[src/rmsn_pkg.sv]
package rmsn_pkg;
  localparam int DEFAULT_MAX_WIDTH = 64;
  localparam int VAL_W = 16;
  localparam int ACC_W = 37;
  localparam int EPS_W = 32;
  localparam int M_W = 34;
  localparam int INV_W = 37;
  localparam int ROOT_W = 112;
  localparam int ROOT_SHIFT = 72;
  localparam logic [EPS_W-1:0] EPS_RESET = 32'd17;
endpackage

[src/rmsn_scale.sv]
module rmsn_scale
  import rmsn_pkg::*;
(
  input  logic                    clk,
  input  logic                    rst,
  input  logic                    in_valid,
  input  logic                    in_last,
  input  logic signed [VAL_W-1:0] value,
  input  logic signed [VAL_W-1:0] weight,
  input  logic [INV_W-1:0]        inv,
  output logic                    active,
  output logic                    out_valid,
  output logic signed [VAL_W-1:0] out_value,
  output logic                    out_last,
  output logic                    out_sat
);
  localparam int INV_LO = 20;

  logic [VAL_W-1:0]   ax, aw;
  logic               v1, l1, n1;
  logic [31:0]        prod;
  logic               v2, l2, n2;
  logic [51:0]        part_lo;
  logic [48:0]        part_hi;
  logic [69:0]        total;
  logic [33:0]        q;

  assign ax = value[VAL_W-1] ? VAL_W'(-value) : VAL_W'(value);
  assign aw = weight[VAL_W-1] ? VAL_W'(-weight) : VAL_W'(weight);
  assign total = 70'(part_lo) + (70'(part_hi) << INV_LO) + (70'(1) << 35);
  assign q = total[69:36];
  assign active = v1 | v2 | out_valid;

  always_ff @(posedge clk) begin
    if (rst) begin
      v1 <= 1'b0;
      v2 <= 1'b0;
      out_valid <= 1'b0;
    end else begin
      v1 <= in_valid;
      v2 <= v1;
      out_valid <= v2;
    end
    l1 <= in_last;
    n1 <= value[VAL_W-1] ^ weight[VAL_W-1];
    prod <= 32'(ax) * 32'(aw);
    l2 <= l1;
    n2 <= n1;
    part_lo <= 52'(prod) * 52'(inv[INV_LO-1:0]);
    part_hi <= 49'(prod) * 49'(inv[INV_W-1:INV_LO]);
    out_last <= l2;
    if (n2) begin
      out_sat <= q > 34'd32768;
      out_value <= (q > 34'd32768) ? -16'sd32768 : VAL_W'(-q);
    end else begin
      out_sat <= q > 34'd32767;
      out_value <= (q > 34'd32767) ? 16'sd32767 : VAL_W'(q);
    end
  end
endmodule

[config.mk]
export PLATFORM = sky130hd
export DESIGN_NAME = rmsn_scale
export DESIGN_NICKNAME = d
export VERILOG_FILES = /design/src/rmsn_pkg.sv /design/src/rmsn_scale.sv
export SDC_FILE = /design/constraint.sdc
export NUM_CORES = 2
export LEC_CHECK = 0
export BUFFER_PORTS_ARGS = -buffer_cell sky130_fd_sc_hd__buf_2
export CAP_MARGIN = 20
export CORE_MARGIN = 3
export CORE_UTILIZATION = 55
export CTS_CLUSTER_DIAMETER = 100
export DETAILED_ROUTE_END_ITERATION = 12
export HOLD_SLACK_MARGIN = 0.1
export PLACE_DENSITY = 0.71
export SYNTH_ARGS = -nofsm -noshare
export SYNTH_HDL_FRONTEND = slang
export SYNTH_SLANG_ARGS = --single-unit
[constraint.sdc]
create_clock -name clk -period 10.4 [get_ports clk]
set_clock_uncertainty 0.1 [all_clocks]
set_input_delay 2.08 -clock clk [delete_from_list [all_inputs] [get_ports clk]]
set_output_delay 2.08 -clock clk [all_outputs]
set_load 0.1 [all_outputs]
======== Word level (Yosys, flattened, before mapping) ========
Cells that the tools add are included.
storage, ports and cells
  logic and storage cells ................. 32
  register bits after elaboration ......... 158
  input bits .............................. 73
  output and inout bits ................... 20
operators by class
  mux-type cells .......................... 6
  multiply operators ...................... 3
  $lt $le $gt $ge ......................... 2
  bitwise gates (word level) .............. 3
  add/sub/neg operators ................... 5
operator list
  operator                  count
  $mux W16                  5
  $add A52 B69 Y70          1
  $add A70 B36 Y70 const B  1
  $mul A32 B20 Y52          1
  $mul A32 B17 Y49          1
  $neg A16 Y16              3
  $gt A34 B15 Y1 const B    1
  $gt A34 B16 Y1 const B    1
  $mul A16 B16 Y32          1
  $or A1 B1 Y1              2
  $mux W1                   1
  $xor A1 B1 Y1             1

======== Longest topological paths before layout ========
  word-level depth ........................ 5
  mapped depth ............................ 32
  depth with buffers taken out ............ 31

======== Least setup slack after synthesis ========
No wires, ideal clock.
  path type ............................... in2reg
  from .................................... input port value[0]
  to ...................................... register prod[30]
  cell stages on the path ................. 30
  path slack .............................. 0.520 ns
  library setup time ...................... 0.119 ns
  data arrival time ....................... 9.661 ns
  path buffers ............................ 2
  data required time ...................... 10.181 ns
  path through ............................ inv_1 clkbuf_1 ha_1 nand2_1 or2_2 or4_1 o21ai_0 xnor2_1 clkbuf_1 nand2_1 fa_1 fa_1 inv_1 fa_1 fa_1 fa_1 inv_1 fa_1 inv_1 ha_1 a21o_1 a21o_1 a221o_1 a21oi_1 nor3b_1 a21boi_0 a2111oi_0 o21bai_1 a21o_1 xor2_1
between the ends
  longest elaborated chain between the ends .. 3
RTL lines
  what                  line              RTL
  start, declared       rmsn_scale.sv:8   input logic signed [VAL_W-1:0] value,
  $neg A16 Y16          rmsn_scale.sv:28  assign ax = value[VAL_W-1] ? VAL_W'(-value) : VAL_W'(value);
  $mux W16 (*)          rmsn_scale.sv:28
  $mul A16 B16 Y32 (*)  rmsn_scale.sv:46  prod <= 32'(ax) * 32'(aw);
  end signal, assigned  rmsn_scale.sv:46
  end, declared         rmsn_scale.sv:21  logic [31:0] prod;
Mark *: on every way between the ends. The rest lies on a longest branch, timed or not.
A chain may end at the register's enable or synchronous reset.

======== Worst setup path in the final report ========
  from .................................... input port weight[7]
  to ...................................... register prod[31]
between the ends
  longest elaborated chain between the ends .. 3
RTL lines
  what                  line              RTL
  start, declared       rmsn_scale.sv:9   input logic signed [VAL_W-1:0] weight,
  $neg A16 Y16          rmsn_scale.sv:29  assign aw = weight[VAL_W-1] ? VAL_W'(-weight) : VAL_W'(weight);
  $mux W16 (*)          rmsn_scale.sv:29
  $mul A16 B16 Y32 (*)  rmsn_scale.sv:46
Marks and branches as above.

==> metrics.txt <==
worst skew pair latency 0.48 ns; nets@finish 7364; crit path setup slack, layout 0.622 ns; largest cells by area after synthesis fa_1, ha_1, inv_1, and2_1, nand2_1; number of synthesized register bits 138; number of detailed-routing iterations run before antenna repair 8; Worst slew margin approximately a fifth; RSZ-0062 raised after global routing no; number of hold-slack violations in the final timing report 0; Sinks on Clock Net 138; detail-routed via count per cell 5.45; WP data arrival roughly 10 ns; Inserted Clock Buffers 17; commonest non-fill, non-tap cell in the layout inv_1; number of flops mapped to enable cells by yosys 0; post-synthesis area per instance 8.90 um2; run status finished clean; total routing usage reported by global routing between 20% and 30%; share of the clock period used by the worst path after layout 94.0%; cell with the largest stage delay on the worst path or4b_2; Cell variety after synth between 80 and 90; Gates resized, CTS repair 0; DIE WIDTH 311 um; clock transition at the registers of the reported paths 0.07 ns; Total Neg Setup Slack 0 ns; post-placement setup slack ~0.13 ns; GP Congestion 0.921; WL/cell 18.8 um; worst path required time roughly 11 ns; total overflow reported by the global router 0; largest fanout on the critical path 5; placed wire-length estimate after detailed placement 103 mm; cell seen most often among critical-path stages fa_1; total nets after synthesis 7435; most frequent cells in the layout inv_1, fa_1, nand2_1; total number of vias 37700; Worst Setup Path Type input pin to flop; Finished Layout Cells 6920; area added between synthesis and finish 4.53%; Residual DRC 0; number of global-route vias before repair 40500; HP Class flop to flop; Starting DRT DRC Count between 2000 and 3000; Root Buffer Master clkbuf_16; Max Root-Sink Buffers 2; vertical die dimension between 300 and 400 um; Core ar. 91800 um2; effective utilization at floorplan between 50% and 60%; maximum number of pins on one net before global-route repair 38; family with the most delay on the worst path adder cells; crit-path max cell delay 0.76 ns; TritonCTS clock tree done; share of the synthesized area in the top cell type 46.2%; pin slew with the least headroom to its limit about 1.2 ns; Post-CTS Setup Bufs 0; total setup violations reported at the end of the flow 0; Gate Count Post-Synth 5731; Worst setup EP type flop; share of layout cells above drive strength 1 under 10%; antenna violations before repair 6; dpl cells 6883; Cell Area, Synth 51000 um2; Max Clock Freq 0.102 GHz; CP Launch Type input pin; area of the die 96400 um2; I/O pin cnt 93; share of flip-flops with an asynchronous set or reset 0%; residual antenna-violating net count after detailed routing 0; deepest level of the CTS H-tree 4; Total Wirelength 130 mm; crit path buf inv count 3; Final Max Tran Viols 0; Max Cap Viol 0; prevailing post-synth register cell dfxtp_1; global-route wire length before repair around 210 mm; Syn. warnings 0; sequential fraction of the synthesis area 5.42%; row cnt 111; Hold-fix buffers, CTS 0; PortBufs 92; cell type contributing the most total cell area after synthesis fa_1; post-route minimum period 9.78 ns
flip-flops by register name (all words and copies together) (netlist names):
| name | flops |
|---|---|
| v1 | 1 |
| l2 | 1 |
| part_hi | 49 |
| out_valid | 1 |
| out_sat | 1 |
| out_value | 16 |
| l1 | 1 |
| part_lo | 32 |
| v2 | 1 |
| out_last | 1 |
| n1 | 1 |
| n2 | 1 |
| prod | 32 |
synthesized netlist by cell type, types with 7 or more instances:
master    count
or4_1         8
inv_1      1331
clkbuf_1    268
nand3_1      30
o21ai_0      56
o21bai_1     23
o21a_1       11
a221oi_2      8
a21o_1       73
dfxtp_1     138
nor2_1      177
buf_1         8
mux2i_1       7
xor2_1       67
nand2b_1     21
nor3_1       28
nor2b_1      17
a21oi_1     109
a211oi_1     10
nand4_1      25
o31ai_1      15
and2_1      525
ha_1        453
nand2_1     871
a31oi_1      10
xnor2_1     109
fa_1       1178
and3_1       15
o21ai_1       7
logic make-up (layout without fill, tap and decap cells):
logic type / after synthesis / after routing / share of synthesized area, %
xor gates and xnor gates: 178 / 178 / 3.09
DFF: 138 / 138 / 5.42
buffers and inverters: 1611 / 1553 / 11.9
muxes: 8 / 8 / 0.159
AOI/OAI and AO/OA: 400 / 400 / 5.51
adders and majority gates: 1631 / 1631 / 57.3
other: 0 / 4 / 0
and+or+nand+nor: 1765 / 1765 / 16.6
final timing paths:
kind | slack, ns | endpoint | cells past startpoint | startpoint
worst min-delay path | 0.23 | out_last | 0 | l2
worst min register to register | 0.23 | out_last | 0 | l2
worst max-delay path | 0.62 | prod[31] | 26 | weight[7]
worst max register to register | 1.71 | part_lo[49] | 26 | prod[8]
area by class of cell:
type	instances	area, um2
fillers	8145	38500
well taps	1243	1560
clock buffers	18	429
diodes	4	10.0
clock inverters	14	186
inverters	1331	5000
multi-input cells	3982	42200
repair buffers	190	1200
flip-flops and latches	138	2760
through the flow:
step | utilization (%) | instance area, um2 | hold WS [ns]
after floorplan | - | 51000 | 0.210
after global placement | 57.4 | 52700 | 0.213
after detailed placement | 57.4 | 52700 | 0.216
after CTS | 58.1 | 53300 | 0.235
after global routing | 58.1 | 53300 | 0.246
final | 58.1 | 53300 | 0.232
routing by layer:
layer	track usage, %	part of all wire [%]	vias to the layer above
li1	-	-	16700
met1	36.8	40	19200
met2	46.4	48	1433
met3	4.56	7.6	336
met4	11.7	4.6	0
met5	0	0	-
Power is not shown: default switching activity piles up to over one toggle a cycle in this logic, so the estimate is an artifact.
