`config.mk`:
```
export PLATFORM = sky130hd
export DESIGN_NAME = rmsn_invroot
export DESIGN_NICKNAME = d
export VERILOG_FILES = /design/src/rmsn_pkg.sv /design/src/rmsn_invroot.sv
export SDC_FILE = /design/constraint.sdc
export NUM_CORES = 1
export LEC_CHECK = 0
export BUFFER_PORTS_ARGS = -buffer_cell sky130_fd_sc_hd__clkbuf_2
export CAP_MARGIN = 0
export CORE_ASPECT_RATIO = 0.75
export CORE_MARGIN = 1
export CORE_UTILIZATION = 65
export DETAILED_ROUTE_END_ITERATION = 7
export GPL_TIMING_DRIVEN = 0
export PLACE_DENSITY = 0.83
export RECOVER_POWER = 50
export SLEW_MARGIN = 20
export SYNTH_ARGS = -nofsm -noshare
export SYNTH_HDL_FRONTEND = slang
export SYNTH_SLANG_ARGS = --single-unit
```
`constraint.sdc`:
```
create_clock -name clk -period 45.4 [get_ports clk]
set_input_delay 9.08 -clock clk [delete_from_list [all_inputs] [get_ports clk]]
set_output_delay 9.08 -clock clk [all_outputs]
set_load 0.03 [all_outputs]
```
`src/rmsn_pkg.sv`:
```
package rmsn_pkg;
  localparam int DEFAULT_MAX_WIDTH = 64;
  localparam int VAL_W = 16;
  localparam int ACC_W = 37;
  localparam int EPS_W = 32;
  localparam int M_W = 34;
  localparam int INV_W = 37;
  localparam int ROOT_W = 112;
  localparam int ROOT_SHIFT = 72;
  localparam logic [EPS_W-1:0] EPS_RESET = 32'd17;
endpackage

```
`src/rmsn_invroot.sv`:
```
module rmsn_invroot
  import rmsn_pkg::*;
#(
  parameter int CNT_W = 7
) (
  input  logic             clk,
  input  logic             rst,
  input  logic             go,
  input  logic [ACC_W-1:0] acc,
  input  logic [CNT_W-1:0] cnt,
  input  logic [EPS_W-1:0] eps,
  output logic             done,
  output logic [INV_W-1:0] inv
);
  localparam logic [1:0] P_IDLE = 2'd0;
  localparam logic [1:0] P_DIV  = 2'd1;
  localparam logic [1:0] P_ADD  = 2'd2;
  localparam logic [1:0] P_ROOT = 2'd3;

  logic [1:0]        phase;
  logic [5:0]        iter;
  logic [ACC_W-1:0]  quo;
  logic [CNT_W:0]    rem;
  logic [CNT_W-1:0]  divisor;
  logic [CNT_W:0]    rem_try;
  logic [ROOT_W-1:0] p_sum;
  logic [ROOT_W-1:0] q_sh;
  logic [ROOT_W-1:0] m_sh;
  logic [ROOT_W-1:0] trial;
  logic              fits;
  logic [M_W-1:0]    m_val;

  // restoring divide step
  assign rem_try = {rem[CNT_W-1:0], quo[ACC_W-1]};
  // root step: (r + 2^b)^2 m = r^2 m + r m 2^(b+1) + m 2^(2b)
  assign trial = p_sum + q_sh + m_sh;
  assign fits = trial <= (ROOT_W'(1) << ROOT_SHIFT);
  assign m_val = M_W'(quo) + M_W'(eps);

  always_ff @(posedge clk) begin
    done <= 1'b0;
    if (rst) begin
      phase <= P_IDLE;
    end else begin
      unique case (phase)
        P_IDLE: begin
          if (go) begin
            quo <= acc;
            rem <= '0;
            divisor <= cnt;
            iter <= 6'd0;
            phase <= P_DIV;
          end
        end
        P_DIV: begin
          if (rem_try >= {1'b0, divisor}) begin
            rem <= rem_try - {1'b0, divisor};
            quo <= {quo[ACC_W-2:0], 1'b1};
          end else begin
            rem <= rem_try;
            quo <= {quo[ACC_W-2:0], 1'b0};
          end
          iter <= iter + 6'd1;
          if (iter == 6'(ACC_W - 1)) phase <= P_ADD;
        end
        P_ADD: begin
          p_sum <= '0;
          q_sh <= '0;
          m_sh <= (m_val == '0) ? (ROOT_W'(1) << (2 * (INV_W - 1)))
                                : (ROOT_W'(m_val) << (2 * (INV_W - 1)));
          iter <= 6'd0;
          phase <= P_ROOT;
        end
        P_ROOT: begin
          if (fits) begin
            p_sum <= trial;
            q_sh <= (q_sh + (m_sh << 1)) >> 1;
          end else begin
            q_sh <= q_sh >> 1;
          end
          m_sh <= m_sh >> 2;
          inv <= {inv[INV_W-2:0], fits};
          iter <= iter + 6'd1;
          if (iter == 6'(INV_W - 1)) begin
            phase <= P_IDLE;
            done <= 1'b1;
          end
        end
        default: phase <= P_IDLE;
      endcase
    end
  end
endmodule

```
# Word level (Yosys, flattened, before mapping)
# Cells that the tools add are included.
# word_totals
regBits	433
input_bits	79
output_inout_bits	38
elab_cells	60
# classes
n_addsub	6
order_cmp	2
eq_ne	8
muxes	19
bitwise	2
reduce_logical	13
# op_table
op	count
$pmux W112 S2	3
$add A112 B112 Y112	3
$le A112 B73 Y1 const B	1
$mux W112	1
$mux W111	1
$mux W106	1
$pmux W37 S2	1
$mux W37	1
$add A34 B32 Y34	1
$logic_not A34 Y1	1
$pmux W6 S3	1
$mux W7	2
$pmux W7 S2	1
$reduce_and A3 Y1	4
$ge A8 B7 Y1	1
$ne A2 B2 Y1 const B	4
$pmux W2 S4	1
$sub A7 B7 Y7	1
$add A6 B1 Y6 const B	1
$eq A6 B6 Y1 const B	1
$mux W2	3
$mux W6	1
$reduce_and A2 Y1	3
$eq A2 B2 Y1 const B	2
other kinds (6)	10

# Logic depth before layout (Yosys ltp)
# depth
depth_word	5
depth_mapped	23
mapped_depth_nobuf	20

# Least setup slack after synthesis
# Ideal clock, no wire load.
# synth_path
path_kind	input to register
start	input port rst
end	register p_sum[0] (enable)
setup_time_ns	0.753
t_arrival_ns	26.567
required_time_ns	44.647
path_slack_ns	18.080
stages	2
n_path_buf	0
cell_sequence	nor2_1 a21boi_0
# synth_via
elab_chain_cells	2
# synth_lines
element	line	source
start: declaration	rmsn_invroot.sv:7	input logic rst,
$not A1 Y1 (no source line)	n/a	
$reduce_and A3 Y1 (no source line)	n/a	
end signal: assignment	rmsn_invroot.sv:76	p_sum <= trial;
end: declaration	rmsn_invroot.sv:26	logic [ROOT_W-1:0] p_sum;
# Every way passes these cells.
# A chain may end at the register's enable or synchronous reset.

# Final worst setup path
# layout_path
start	input port eps[3]
end	register m_sh[72] (data pin)
# layout_via
elab_chain_cells	4
# layout_lines
element	line	source
start: declaration	rmsn_invroot.sv:11	input logic [EPS_W-1:0] eps,
$add A34 B32 Y34	rmsn_invroot.sv:38	assign m_val = M_W'(quo) + M_W'(eps);
$logic_not A34 Y1	rmsn_invroot.sv:69	m_sh <= (m_val == '0) ? (ROOT_W'(1) << (2 * (INV_W - 1)))
$mux W106	rmsn_invroot.sv:69	
$pmux W112 S2	rmsn_invroot.sv:45	unique case (phase)
end signal: assignment	rmsn_invroot.sv:69	
end signal: assignment	rmsn_invroot.sv:81	m_sh <= m_sh >> 2;
end: declaration	rmsn_invroot.sv:28	logic [ROOT_W-1:0] m_sh;
# Every way passes these cells. The select of a mux whose other input is x is not followed.

==> qor.yml <==
status:
  status: "finished, violations left"
  violations: "capacitance limit, slew limit"
critical_path:
  critPathKind: "in2reg"
  cp.required_ns: 45.82
  cp-end-kind: "flip-flop"
  r2r_setup_slack_ns: 35.11
  startpoint_type: "input pin"
  worst_ep_arrival_time_ns: 13.59
  rr_startpoint: "q_sh[9]"
  rr_endpoint: "p_sum[16]"
  worstPathMaxFanout: 6
  worstRegToRegCells: 22
logic_synthesis:
  ys_seq_area_frac: 0.351
  synth_top_family_by_area: "compound AO/OA/AOI/OAI gates"
  synthXorXnorAreaFrac: 0.0542
  synth_cells: 3821
  synth_nets: 4276
  synth_edf_count: 423
  synth-async-reset-ratio: 0
  synth_compound_area_frac: 0.192
  synth-simple-area-share: 0.179
  synthFlopType: "edfxtp_1"
  synth-seq-cells: 426
  ys_types: 99
  synthMuxAreaShare: 0.0410
  mappedNetlistArea_um2: 36300
  syn_area_per_cell_um2: 9.51
  synth_fa_ha_area_frac: 0.152
  synth_warnings: 0
clock_network:
  clk_path_buf_depth: 3
  clock_latency_ns: 0.60
  cts_setup_buffers: 0
  hold_buffers: 0
  cts_resized: 0
  cts.clk_slew.worst_paths_ns: 0.06
  numCtsBuffers: 46
  cts_tree: "built"
  cts_root_buf: "clkbuf_16"
  cts_max_level: 2
  clock_sinks: 426
global_routing:
  grt_pass1_vias: 29400
  grt_pass1_wl_um: 172000
  grt_antenna_before_repair: 4
  grt_use_total: 0.396
  grt_max_degree: 32
  grt_overflow: 0
placed_design:
  port_buffers: 116
  hpwlAfterDp_um: 90100
  gp_congestion: 1.07
  post_dp_cell_area_um2: 38300
floorplan:
  row_count: 74
  die_h_um: 207
  ios: 117
  start_util: 0.663
  die-width_um: 275
  fp.coreArea_um2: 54800
  dieArea_um2: 56900
route:
  drc: 0
  first_pass_iters: 5
  routed_via_density: 6.78
  wire_per_inst_um: 24.0
  drt_iter0_markers: 4382
  ant_nets: 0
  vias: 32300
  drt-total-wl_um: 114000
timing:
  rsz0062_at_grt: "no"
  report.final.slew_viol_count: 35
  report.final.hold_viol_count: 0
  slew-limit-headroom: -0.494
  min_period_ns: 13.17
  fin_tns_setup_ns: 0
  setup_viol: 0
  finalCritPeriodShare: 0.290
  fmax_mhz: 75.9
  finClkSkew_ns: 0.0288
  worst_pin_slew_ns: 2.22
power_and_ir_drop:
  power-per-cell-area_nw_per_um2: 63.4
  p_leak_uw: 0.0158
  ir_worst_vdd_uv: 48.0
cells_and_area:
  final.fill_count: 4120
  drive_gt1_frac: 0.0807
  design_area_um2: 39600
  nets: 4458
  area_delta_synth_final_pct: 9.03
hold_path:
  holdPathStages: 0
  hp-start: "inv[20]"
  hold-path-endpoint: "inv[21]"
  holdCritPathClass: "reg2reg"
flow_run:
  max_cap_viol_count: 2
-- worst max-delay path, stage by stage --
cell and delay (ns):
clkbuf_2 0.09, ha_1 0.39, and3_1 0.21, a221oi_1 0.42, xor2_1 0.56, a21boi_0 0.72
and4b_1 0.34, nand3_1 0.10, nand4b_1 0.25, nand4b_1 0.24, and4b_1 0.35, nand4_1 0.16
nor4b_1 0.33, nand4_1 0.14, o31ai_1 0.21
-- routing by layer --
| metal | global-route usage | part of all wire | wire length (um) |
|---|---|---|---|
| met1 | 0.618 | 0.44 | 50600 |
| met3 | 0.106 | 0.13 | 15300 |
| met2 | 0.540 | 0.40 | 45800 |
| met4 | 0.0872 | 0.022 | 2470 |
| met5 | 0 | 0 | 0 |
-- power breakdown --
group / switching (uW) / total, uW / leakage (uW) / internal [uW]
clock network: 168 / 373 / 0.000701 / 205
logic: 1010 / 1550 / 0.0111 / 538
registers: 58.3 / 588 / 0.00396 / 530
total: 1240 / 2510 / 0.0158 / 1270
-- final cells by class --
type	count	area [um2]	share of cell area
clock buffer	55	1220	0.0309
multi-input combinational	3115	22400	0.566
clock inverter	28	215	0.00543
timing repair buffer	134	985	0.0248
sequential	426	12800	0.322
tap	722	903	0.0228
inverter	94	353	0.00890
antenna	3	7.51	0.000189
buffer	186	746	0.0188
-- cell families after synthesis --
group                    after synthesis
XOR/XNOR                             225
multiplexers                         144
AO/OA/AOI/OAI                       1074
adder cells (fa/ha/maj)              376
flip-flops                           426
AND/OR/NAND/NOR                     1296
buffers and inverters                280
-- Yosys cell counts (all sizes together) (95+ instances only) --
library cell | count | area [um2]
a21oi | 342 | 1760
fa | 110 | 2200
ha | 266 | 3330
xnor2 | 130 | 1140
o21ai | 231 | 1160
mux2i | 104 | 1040
and2 | 159 | 995
clkbuf | 140 | 526
nor2 | 333 | 1250
a21o | 145 | 1090
edfxtp | 423 | 12700
xor2 | 95 | 832
nand4 | 106 | 669
nand2 | 304 | 1150
-- worst max path at each step --
stage,start,to,slack [ns],depth (start not counted)
after global placement,rst,p_sum[25],9.35,3
final,eps[3],m_sh[72],32.23,15
after global routing,eps[2],m_sh[72],31.91,15
after CTS,eps[3],m_sh[72],32.35,15
after floorplan,rst,p_sum[0],18.08,2
after detailed placement,eps[2],m_sh[72],31.81,15
-- through the flow --
| stage | util | instances | worst slack, ns | power, uW | hold WS (ns) |
|---|---|---|---|---|---|
| 2_1_floorplan | - | 3821 | 18.08 | 1650 | 0.512 |
| 3_3_place_gp | 0.690 | 4659 | 9.35 | 2060 | 0.425 |
| 3_5_place_dp | 0.699 | 4677 | 31.81 | 2070 | 0.433 |
| 4_1_cts | 0.725 | 4760 | 32.35 | 2450 | 0.447 |
| 5_1_grt | 0.723 | 4760 | 31.91 | 2640 | 0.464 |
| 6_report | 0.723 | 4763 | 32.23 | 2510 | 0.447 |
-- sequential cells by signal, indices dropped and copies added (netlist names) --
signal / count
phase: 2
iter: 6
inv: 37
done: 1
q_sh: 111
m_sh: 106
p_sum: 112
divisor: 7
rem: 7
quo: 37
-- cell usage in the layout (no fill, tap or decap), types with 41 or more instances in the layout --
| master | n |
|---|---|
| nor3_1 | 88 |
| clkbuf_16 | 46 |
| nand4_1 | 105 |
| ha_1 | 266 |
| nor2_1 | 332 |
| clkbuf_2 | 114 |
| nand3_1 | 69 |
| a21oi_1 | 331 |
| and2_0 | 108 |
| xnor2_1 | 130 |
| xor2_1 | 95 |
| edfxtp_1 | 423 |
| mux2i_1 | 104 |
| o21bai_1 | 42 |
| inv_1 | 93 |
| clkbuf_1 | 164 |
| fa_1 | 110 |
| nand2_1 | 303 |
| a21o_1 | 145 |
| o21a_1 | 41 |
| and2_1 | 51 |
| o21ai_0 | 215 |
Note: power is estimated with default switching activity, not from simulation.
